File: src/sv/shsts_pkg.sv
// ----------------------------------------------------------------------------
// shsts_pkg
// shared types, codes and constants of the half-step task sequencer
// ----------------------------------------------------------------------------
package shsts_pkg;

	localparam int DUR_W     = 24;
	localparam int STEPS_W   = 16;
	localparam int TICKS_W   = 15;
	localparam int PROD_W    = 30;
	localparam int DIV_STEPS = DUR_W;
	localparam int CNT_W     = 5;

	// action codes
	localparam logic ACT_LOAD = 1'b0;
	localparam logic ACT_STEP = 1'b1;

	// register indexes
	localparam logic CFG_MIN_TICKS = 1'b0;
	localparam logic CFG_MAX_TICKS = 1'b1;

	// direction codes
	localparam logic [1:0] DIR_NONE = 2'd0;
	localparam logic [1:0] DIR_FWD  = 2'd1;
	localparam logic [1:0] DIR_REV  = 2'd3;

	localparam logic [STEPS_W-1:0] DWELL_STEPS = 16'd100;
	// 255/80 reduces exactly to 51/16
	localparam logic [5:0]         TICK_SCALE  = 6'd51;
	localparam int                 TICK_SHIFT  = 4;

	localparam logic [TICKS_W-1:0] MIN_TICKS_RST = 15'd1;
	localparam logic [TICKS_W-1:0] MAX_TICKS_RST = 15'd32767;

	typedef enum logic [1:0] {
		ST_IDLE,
		ST_DIV,
		ST_SCALE,
		ST_CLAMP
	} state_t;

	typedef struct packed {
		logic load_go;   // load with nonzero duration accepted
		logic stop_go;   // load with zero duration accepted
		logic step_go;   // step transaction accepted
		logic div_step;
		logic scale_en;
		logic clamp_en;
	} ctrl_cmd_t;

	typedef struct packed {
		logic dur_zero;
		logic out_blocked;
	} dp_status_t;

	function automatic logic [3:0] half_step_mask(input logic [2:0] ph);
		logic [3:0] m;
		case (ph)
			3'd0: m = 4'b0001;
			3'd1: m = 4'b0101;
			3'd2: m = 4'b0100;
			3'd3: m = 4'b0110;
			3'd4: m = 4'b0010;
			3'd5: m = 4'b1010;
			3'd6: m = 4'b1000;
			3'd7: m = 4'b1001;
			default: m = 4'b0001;
		endcase
		return m;
	endfunction

endpackage

File: src/sv/stepper_half_step_task_sequencer_top.sv
// ----------------------------------------------------------------------------
// stepper_half_step_task_sequencer_top
// half-step coil sequencer for one stepper motor driven by move tasks
// ----------------------------------------------------------------------------
// usage:
//   input channel (in_valid / in_stall) carries action, task_duration_us and
//   task_steps. a load transaction (action 0) sets up a move and gives no
//   result; a step transaction (action 1) gives one result on the output
//   channel (out_valid / out_stall): coil_levels, step_ticks, task_done and
//   holding, registered, in the cycle after acceptance.
//   step transactions and zero-duration loads let the next transaction follow
//   at once unless a stalled receiver holds a result. a load with nonzero
//   duration runs the step-length computation: the shift-subtract divider
//   (one quotient bit per cycle), then the 51/16 scaling multiply and then the
//   clamp; the next transaction is accepted only after the clamp.
//   in_stall is high during that computation and while a result is held by a
//   stalled receiver; a held result stays stable until taken.
//   configuration writes (cfg_we, cfg_index, cfg_data) are taken at any edge
//   and are meant for idle periods only.
//   reset: phase, step count, direction and step length clear, min clamp 1,
//   max clamp 32767, output channel empty.
// ----------------------------------------------------------------------------
module stepper_half_step_task_sequencer_top
	import shsts_pkg::*;
(
	input  logic                      clk,
	input  logic                      arst_n,
	// configuration
	input  logic                      cfg_we,
	input  logic                      cfg_index,
	input  logic [TICKS_W-1:0]        cfg_data,
	// input channel
	input  logic                      in_valid,
	output logic                      in_stall,
	input  logic                      action,
	input  logic [DUR_W-1:0]          task_duration_us,
	input  logic signed [STEPS_W-1:0] task_steps,
	// output channel
	output logic                      out_valid,
	input  logic                      out_stall,
	output logic [3:0]                coil_levels,
	output logic [TICKS_W-1:0]        step_ticks,
	output logic                      task_done,
	output logic                      holding
);

	// command and status between controller and datapath
	ctrl_cmd_t  cmd;
	dp_status_t status;

	// controller: acceptance, divider iteration count, load sequencing
	shsts_ctrl u_ctrl (
		.clk      (clk),
		.arst_n   (arst_n),
		.in_valid (in_valid),
		.action   (action),
		.status   (status),
		.in_stall (in_stall),
		.cmd      (cmd)
	);

	// datapath: motor state, divider, scaling, clamp and result register
	shsts_datapath u_datapath (
		.clk              (clk),
		.arst_n           (arst_n),
		.cfg_we           (cfg_we),
		.cfg_index        (cfg_index),
		.cfg_data         (cfg_data),
		.task_duration_us (task_duration_us),
		.task_steps       (task_steps),
		.cmd              (cmd),
		.status           (status),
		.out_valid        (out_valid),
		.out_stall        (out_stall),
		.coil_levels      (coil_levels),
		.step_ticks       (step_ticks),
		.task_done        (task_done),
		.holding          (holding)
	);

endmodule

File: src/sv/shsts_ctrl.sv
// ----------------------------------------------------------------------------
// shsts_ctrl
// sequencing of input acceptance and of the task load computation
// ----------------------------------------------------------------------------
module shsts_ctrl
	import shsts_pkg::*;
(
	input  logic       clk,
	input  logic       arst_n,
	input  logic       in_valid,
	input  logic       action,
	input  dp_status_t status,
	output logic       in_stall,
	output ctrl_cmd_t  cmd
);

	state_t           state_q, state_d;
	logic [CNT_W-1:0] div_cnt_q;
	logic             accept;
	logic             last_div;

	assign last_div = (div_cnt_q == CNT_W'(DIV_STEPS - 1));
	assign in_stall = (state_q != ST_IDLE) | status.out_blocked;
	assign accept   = in_valid & ~in_stall;

	always_ff @(posedge clk or negedge arst_n) begin
		if (!arst_n) begin
			state_q   <= ST_IDLE;
			div_cnt_q <= '0;
		end else begin
			state_q <= state_d;
			if (state_q == ST_DIV) begin
				div_cnt_q <= div_cnt_q + 1'b1;
			end else begin
				div_cnt_q <= '0;
			end
		end
	end

	always_comb begin
		state_d = state_q;
		case (state_q)
			ST_IDLE: begin
				if (accept && action == ACT_LOAD && !status.dur_zero) begin
					state_d = ST_DIV;
				end
			end
			ST_DIV: begin
				if (last_div) begin
					state_d = ST_SCALE;
				end
			end
			ST_SCALE: state_d = ST_CLAMP;
			ST_CLAMP: state_d = ST_IDLE;
			default:  state_d = ST_IDLE;
		endcase
	end

	always_comb begin
		cmd = '0;
		case (state_q)
			ST_IDLE: begin
				cmd.load_go = accept & (action == ACT_LOAD) & ~status.dur_zero;
				cmd.stop_go = accept & (action == ACT_LOAD) & status.dur_zero;
				cmd.step_go = accept & (action == ACT_STEP);
			end
			ST_DIV:   cmd.div_step = 1'b1;
			ST_SCALE: cmd.scale_en = 1'b1;
			ST_CLAMP: cmd.clamp_en = 1'b1;
			default:  cmd = '0;
		endcase
	end

endmodule

File: src/sv/shsts_datapath.sv
// ----------------------------------------------------------------------------
// shsts_datapath
// motor state, shift-subtract divider, tick scaling and clamp, result register
// ----------------------------------------------------------------------------
module shsts_datapath
	import shsts_pkg::*;
(
	input  logic                      clk,
	input  logic                      arst_n,
	input  logic                      cfg_we,
	input  logic                      cfg_index,
	input  logic [TICKS_W-1:0]        cfg_data,
	input  logic [DUR_W-1:0]          task_duration_us,
	input  logic signed [STEPS_W-1:0] task_steps,
	input  ctrl_cmd_t                 cmd,
	output dp_status_t                status,
	output logic                      out_valid,
	input  logic                      out_stall,
	output logic [3:0]                coil_levels,
	output logic [TICKS_W-1:0]        step_ticks,
	output logic                      task_done,
	output logic                      holding
);

	logic [TICKS_W-1:0] min_ticks_q, max_ticks_q;
	logic [2:0]         phase_q;
	logic [STEPS_W-1:0] steps_left_q;
	logic [1:0]         dir_q;
	logic [TICKS_W-1:0] tps_q;

	logic [STEPS_W-1:0] den_q;
	logic [STEPS_W-1:0] rem_q;
	logic [DUR_W-1:0]   num_q;
	logic [PROD_W-1:0]  prod_q;
	logic [PROD_W-1:0]  prod_d;
	logic [PROD_W-1:0]  ticks_raw;

	logic [STEPS_W:0]   trial;
	logic               trial_ge;
	logic [STEPS_W-1:0] steps_mag;
	logic [STEPS_W-1:0] steps_raw;
	logic [STEPS_W-1:0] steps_dec;

	logic               out_valid_q;

	assign steps_raw = STEPS_W'(task_steps);
	assign steps_mag = ~steps_raw + 1'b1;
	assign steps_dec = steps_left_q - 1'b1;

	assign trial    = {rem_q, num_q[DUR_W-1]};
	assign trial_ge = (trial >= {1'b0, den_q});

	assign prod_d    = PROD_W'(num_q) * PROD_W'(TICK_SCALE);
	assign ticks_raw = prod_q >> TICK_SHIFT;

	assign status.dur_zero    = (task_duration_us == '0);
	assign status.out_blocked = out_valid_q & out_stall;
	assign out_valid          = out_valid_q;

	// configuration
	always_ff @(posedge clk or negedge arst_n) begin
		if (!arst_n) begin
			min_ticks_q <= MIN_TICKS_RST;
			max_ticks_q <= MAX_TICKS_RST;
		end else if (cfg_we) begin
			case (cfg_index)
				CFG_MIN_TICKS: min_ticks_q <= cfg_data;
				CFG_MAX_TICKS: max_ticks_q <= cfg_data;
				default: ;
			endcase
		end
	end

	// motor state
	always_ff @(posedge clk or negedge arst_n) begin
		if (!arst_n) begin
			phase_q      <= '0;
			steps_left_q <= '0;
			dir_q        <= DIR_NONE;
			tps_q        <= '0;
		end else begin
			if (cmd.stop_go) begin
				steps_left_q <= '0;
			end
			if (cmd.load_go) begin
				if (steps_raw == '0) begin
					steps_left_q <= DWELL_STEPS;
					dir_q        <= DIR_NONE;
				end else if (steps_raw[STEPS_W-1]) begin
					steps_left_q <= steps_mag;
					dir_q        <= DIR_REV;
				end else begin
					steps_left_q <= steps_raw;
					dir_q        <= DIR_FWD;
				end
			end
			if (cmd.step_go && steps_left_q != '0) begin
				if (dir_q == DIR_FWD) begin
					phase_q <= phase_q + 1'b1;
				end else if (dir_q == DIR_REV) begin
					phase_q <= phase_q - 1'b1;
				end
				steps_left_q <= steps_dec;
			end
			if (cmd.clamp_en) begin
				// max is tested first; with crossed bounds, above max gives max, else min
				if (ticks_raw > PROD_W'(max_ticks_q)) begin
					tps_q <= max_ticks_q;
				end else if (ticks_raw < PROD_W'(min_ticks_q)) begin
					tps_q <= min_ticks_q;
				end else begin
					tps_q <= ticks_raw[TICKS_W-1:0];
				end
			end
		end
	end

	// divider and scaling, quotient builds up in num_q
	always_ff @(posedge clk) begin
		if (cmd.load_go) begin
			num_q <= task_duration_us;
			rem_q <= '0;
			if (steps_raw == '0) begin
				den_q <= DWELL_STEPS;
			end else if (steps_raw[STEPS_W-1]) begin
				den_q <= steps_mag;
			end else begin
				den_q <= steps_raw;
			end
		end else if (cmd.div_step) begin
			num_q <= {num_q[DUR_W-2:0], trial_ge};
			if (trial_ge) begin
				rem_q <= STEPS_W'(trial - {1'b0, den_q});
			end else begin
				rem_q <= trial[STEPS_W-1:0];
			end
		end
		if (cmd.scale_en) begin
			prod_q <= prod_d;
		end
	end

	// result register
	always_ff @(posedge clk or negedge arst_n) begin
		if (!arst_n) begin
			out_valid_q <= 1'b0;
		end else if (cmd.step_go) begin
			out_valid_q <= 1'b1;
		end else if (!out_stall) begin
			out_valid_q <= 1'b0;
		end
	end

	always_ff @(posedge clk) begin
		if (cmd.step_go) begin
			coil_levels <= ~half_step_mask(phase_q);
			step_ticks  <= tps_q;
			task_done   <= (steps_left_q == STEPS_W'(1));
			holding     <= (steps_left_q == '0);
		end
	end

endmodule

File: config.mk
export PLATFORM = sky130hd
export DESIGN_NAME = stepper_half_step_task_sequencer_top
export DESIGN_NICKNAME = d
export VERILOG_FILES = /design/src/sv/shsts_pkg.sv /design/src/sv/stepper_half_step_task_sequencer_top.sv /design/src/sv/shsts_ctrl.sv /design/src/sv/shsts_datapath.sv
export SDC_FILE = /design/constraint.sdc
export NUM_CORES = 1
export LEC_CHECK = 0
export ABC_AREA = 1
export BUFFER_PORTS_ARGS = -buffer_cell sky130_fd_sc_hd__clkbuf_2
export CAP_MARGIN = 10
export CORE_UTILIZATION = 50
export DETAILED_ROUTE_END_ITERATION = 12
export PLACE_DENSITY = 0.77
export SLEW_MARGIN = 5
export SYNTH_ARGS = -nofsm -noshare
export SYNTH_HDL_FRONTEND = slang
export SYNTH_SLANG_ARGS = --single-unit
export TNS_END_PERCENT = 30
File: constraint.sdc
create_clock -name clk -period 5.9 [get_ports clk]
set_input_delay 1.18 -clock clk [delete_from_list [all_inputs] [get_ports clk]]
set_output_delay 1.18 -clock clk [all_outputs]
set_load 0.02 [all_outputs]
==> flow_summary.html <==
<table>
<tr><th>Metric</th><th>Value</th></tr>
<tr><th colspan="2">Status</th></tr>
<tr><td>Run status</td><td>complete, but fails checks</td></tr>
<tr><td>Violations in the final reports</td><td>design-rule violations</td></tr>
<tr><th colspan="2">Placed design</th></tr>
<tr><td>Post-DP HPWL</td><td>23.5 mm</td></tr>
<tr><td>Number of buffer cells added on primary ports</td><td>84</td></tr>
<tr><td>Final Wtd Congestion</td><td>0.928</td></tr>
<tr><td>Worst setup slack after placement</td><td>2.21 ns</td></tr>
<tr><th colspan="2">Logic synthesis</th></tr>
<tr><td>Number of synthesized flops with an enable pin</td><td>87</td></tr>
<tr><td>Cell area after technology mapping</td><td>13400 µm²</td></tr>
<tr><td>Part of the Yosys area used for sequential elements</td><td>35.8%</td></tr>
<tr><td>Primary flip-flop cell chosen by synthesis mapping</td><td>edfxtp_1</td></tr>
<tr><td>Cell count after synthesis</td><td>1673</td></tr>
<tr><td>Top cell type by total area after synthesis</td><td>edfxtp_1</td></tr>
<tr><td>Number of flip-flops and latches in the synthesized netlist</td><td>177</td></tr>
<tr><td>Synth cell types</td><td>51</td></tr>
<tr><td>Share of synthesized flip-flops with an asynchronous set or reset</td><td>41.8%</td></tr>
<tr><td>Count of synthesis-stage warnings from yosys</td><td>0</td></tr>
<tr><td>Proportion of netlist area held by the largest area contributor</td><td>19.5%</td></tr>
<tr><td>Mean Syn Cell Area</td><td>8.01 µm²</td></tr>
<tr><td>Cell with the most instances after synthesis</td><td>nand2_1</td></tr>
<tr><td>Commonest cells in the synthesized netlist</td><td>408 x nand2_1, 285 x inv_1, 136 x nand3_1, 123 x ha_1, 104 x nor2_1</td></tr>
<tr><td>Synth top area cells</td><td>edfxtp_1 19%, ha_1 11%, nand2_1 11%</td></tr>
<tr><td>Post-Synthesis Net Count</td><td>1889</td></tr>
<tr><th colspan="2">STA</th></tr>
<tr><td>Peak clock frequency supported by timing</td><td>281 MHz</td></tr>
<tr><td>Final critical-path share of the clock period</td><td>60.3%</td></tr>
<tr><td>Post-route setup slack</td><td>2.34 ns</td></tr>
<tr><td>Transition time at the pin with the least slew margin</td><td>1.11 ns</td></tr>
<tr><td>Unrepaired setup endpoints after global routing</td><td>no</td></tr>
<tr><td>Final TNS setup</td><td>0 ns</td></tr>
<tr><td>Shortest clock period the worst path allows after layout</td><td>3.56 ns</td></tr>
<tr><td>Count of endpoints failing hold in the final timing report</td><td>0</td></tr>
<tr><td>Number of slew-limit violations in the final report</td><td>0</td></tr>
<tr><td>Setup Skew</td><td>0.0150 ns</td></tr>
<tr><td>Relative slew slack</td><td>26.0%</td></tr>
<tr><td>Final setup violation count</td><td>0</td></tr>
<tr><th colspan="2">Global route</th></tr>
<tr><td>Number of global-route vias before repair</td><td>10600</td></tr>
<tr><td>GRT Overall Usage</td><td>22.8%</td></tr>
<tr><td>Number of antenna violations at the first check in global routing</td><td>0</td></tr>
<tr><td>Wire length of the first global-routing pass</td><td>51.0 mm</td></tr>
<tr><td>Maximum number of pins on one net before global-route repair</td><td>75</td></tr>
<tr><td>Remaining Overflow, GRT</td><td>0</td></tr>
<tr><th colspan="2">Clock tree</th></tr>
<tr><td># Post-CTS Setup Buffers</td><td>0</td></tr>
<tr><td>Quantity of hold-fixing buffers added after cts</td><td>0</td></tr>
<tr><td>Clock slew at the register clock pins of the worst setup and hold paths</td><td>0.08 ns</td></tr>
<tr><td>Clock root cell</td><td>clkbuf_16</td></tr>
<tr><td>CTS H-Tree Depth</td><td>4</td></tr>
<tr><td>Num Clock Sinks</td><td>177</td></tr>
<tr><td>CTS tree</td><td>built</td></tr>
<tr><td>Insertion delay to the later sink of the worst-skew pair</td><td>0.44 ns</td></tr>
<tr><td>Post-cts resize count</td><td>0</td></tr>
<tr><td>Number of clock buffers inserted by TritonCTS</td><td>17</td></tr>
<tr><td>Max Buffers Root-to-Sink</td><td>2</td></tr>
<tr><th colspan="2">Detailed routing</th></tr>
<tr><td>Final wirelength</td><td>30.2 mm</td></tr>
<tr><td>Post-route DRC violation count</td><td>6</td></tr>
<tr><td>Iteration-0 DRC count of the detailed router</td><td>904</td></tr>
<tr><td>Final ANT Viol Nets</td><td>0</td></tr>
<tr><td>Via density per instance</td><td>5.27</td></tr>
<tr><td>Number of iterations in the first detailed-routing pass</td><td>10</td></tr>
<tr><td>Wire length per cell</td><td>14.4 µm</td></tr>
<tr><td>Routed via count</td><td>11000</td></tr>
<tr><th colspan="2">Worst setup path</th></tr>
<tr><td>Worst r2r dst</td><td>u_datapath.prod_q[21]</td></tr>
<tr><td>Worst path required time</td><td>6.09 ns</td></tr>
<tr><td>Termination of the worst setup path</td><td>u_datapath.prod_q[21]</td></tr>
<tr><td>Sort of element at the start of the critical path</td><td>register</td></tr>
<tr><td>Timing startpoint of the critical path</td><td>u_datapath.num_q[6]</td></tr>
<tr><td>Arrival time reported for the critical path endpoint</td><td>3.75 ns</td></tr>
<tr><td>Start-to-end type of the worst setup path</td><td>register to register</td></tr>
<tr><td>Critical Path End Type</td><td>register</td></tr>
<tr><td>Origin of the critical flop-to-flop path</td><td>u_datapath.num_q[6]</td></tr>
<tr><td>Max Fanout on Critical Path</td><td>5</td></tr>
<tr><td>Cells on worst reg2reg path</td><td>15</td></tr>
<tr><td>Internal reg-to-reg setup slack</td><td>2.34 ns</td></tr>
<tr><th colspan="2">Run</th></tr>
<tr><td>Max-Cap Viols</td><td>0</td></tr>
<tr><th colspan="2">Die</th></tr>
<tr><td>Initial cell density of the core</td><td>51.1%</td></tr>
<tr><td>Area of the placeable core</td><td>26200 µm²</td></tr>
<tr><td>Area enclosed by the die boundary</td><td>27500 µm²</td></tr>
<tr><td>Cell Rows</td><td>59</td></tr>
<tr><td>I/O pin count</td><td>85</td></tr>
<tr><td>Height of the die</td><td>166 µm</td></tr>
<tr><td>Die width</td><td>166 µm</td></tr>
<tr><th colspan="2">Cells and area</th></tr>
<tr><td>Number of antenna cells inserted</td><td>0</td></tr>
<tr><td>Utilization after layout</td><td>55.8%</td></tr>
<tr><td>Nets</td><td>1961</td></tr>
<tr><td>Syn-to-layout area delta</td><td>9.05%</td></tr>
<tr><td>Share of final-layout standard cells stronger than drive strength 1</td><td>11.5%</td></tr>
<tr><th colspan="2">Worst hold path</th></tr>
<tr><td>Class of the tightest hold or removal check</td><td>register to register</td></tr>
</table>
-- logic make-up after synthesis --
group                    synth area share (%)
adder cells (fa/ha/maj)                  16.1
XOR/XNOR                                 3.92
flip-flops                               35.8
AO/OA/AOI/OAI                            7.94
AND/OR/NAND/NOR                          26.1
buffers and inverters                    10.1
-- cell usage in the layout, fill, tap and decap left out, types with 7 or more instances in the layout --
master / n
a21oi_1: 64
clkinv_1: 11
edfxtp_1: 87
nor2_1: 104
fa_1: 31
nand2_2: 14
xnor2_1: 26
dfxtp_1: 16
nand2_1: 408
o21bai_1: 10
nand3_1: 136
nand4_1: 18
dfrtp_1: 58
nand2_4: 14
xor2_1: 34
dfstp_2: 16
nor3_1: 13
ha_1: 123
o21ai_0: 87
nand3_2: 12
nand3b_1: 18
inv_1: 285
nor2_4: 7
clkbuf_2: 83
clkbuf_16: 17
-- worst min path at each step --
| stage | startpoint | end | slack, ns | cells past startpoint |
|---|---|---|---|---|
| final | u_datapath.tps_q[8] | u_datapath.step_ticks[8] | 0.45 | 0 |
| after detailed placement | u_datapath.tps_q[14] | u_datapath.step_ticks[14] | 0.43 | 0 |
| after global routing | u_datapath.tps_q[5] | u_datapath.step_ticks[5] | 0.47 | 0 |
| after global placement | u_datapath.tps_q[3] | u_datapath.step_ticks[3] | 0.43 | 0 |
| after floorplan | u_datapath.tps_q[0] | u_datapath.step_ticks[0] | 0.43 | 0 |
| after CTS | u_datapath.tps_q[14] | u_datapath.step_ticks[14] | 0.45 | 0 |
-- cell type report --
| type | count | area [µm²] |
|---|---|---|
| Fill cell | 2382 | 11600 |
| Multi-Input combinational cell | 1165 | 7250 |
| Sequential cell | 177 | 4800 |
| Inverter | 299 | 1120 |
| Timing Repair Buffer | 85 | 430 |
| Clock buffer | 17 | 425 |
| Tap cell | 335 | 419 |
| Clock inverter | 15 | 165 |
-- critical path, cell delays in order (launching register included) --
cell      delay, ns
edfxtp_1       0.42
ha_1           0.32
inv_1          0.06
fa_1           0.50
fa_1           0.51
inv_1          0.05
ha_1           0.37
nand2_1        0.09
o21ai_2        0.24
nand2_1        0.08
nand2_1        0.16
inv_1          0.07
o21ai_2        0.18
nand3_1        0.12
nand3_1        0.09
nand2_1        0.05
-- stage by stage --
| stage | area [µm²] | hold slack [ns] | instances |
|---|---|---|---|
| 6_report | 14600 | 0.452 | 2093 |
| 3_3_place_gp | 14000 | 0.432 | 2061 |
| 2_1_floorplan | 13400 | 0.425 | 1673 |
| 3_5_place_dp | 14000 | 0.433 | 2061 |
| 4_1_cts | 14600 | 0.451 | 2093 |
| 5_1_grt | 14600 | 0.468 | 2093 |
-- flip-flops by register name, summed over array words and instances, names as in the netlist, 3 cells and up --
signal,flops
u_ctrl.div_cnt_q,5
u_datapath.coil_levels,4
u_datapath.den_q,16
u_datapath.max_ticks_q,15
u_datapath.min_ticks_q,15
u_datapath.num_q,24
u_datapath.phase_q,3
u_datapath.prod_q,26
u_datapath.rem_q,16
u_datapath.step_ticks,15
u_datapath.steps_left_q,16
u_datapath.tps_q,15
-- per-layer routing --
metal	GRT usage (%)	wire length, µm	vias up
met2	37.5	14100	316
met5	0	0	-
li1	-	-	5517
met1	30.7	13900	5146
met4	8.05	652	0
met3	3.54	1550	48
Power is not shown: default switching activity piles up to over one toggle a cycle in this logic, so the estimate is an artifact.
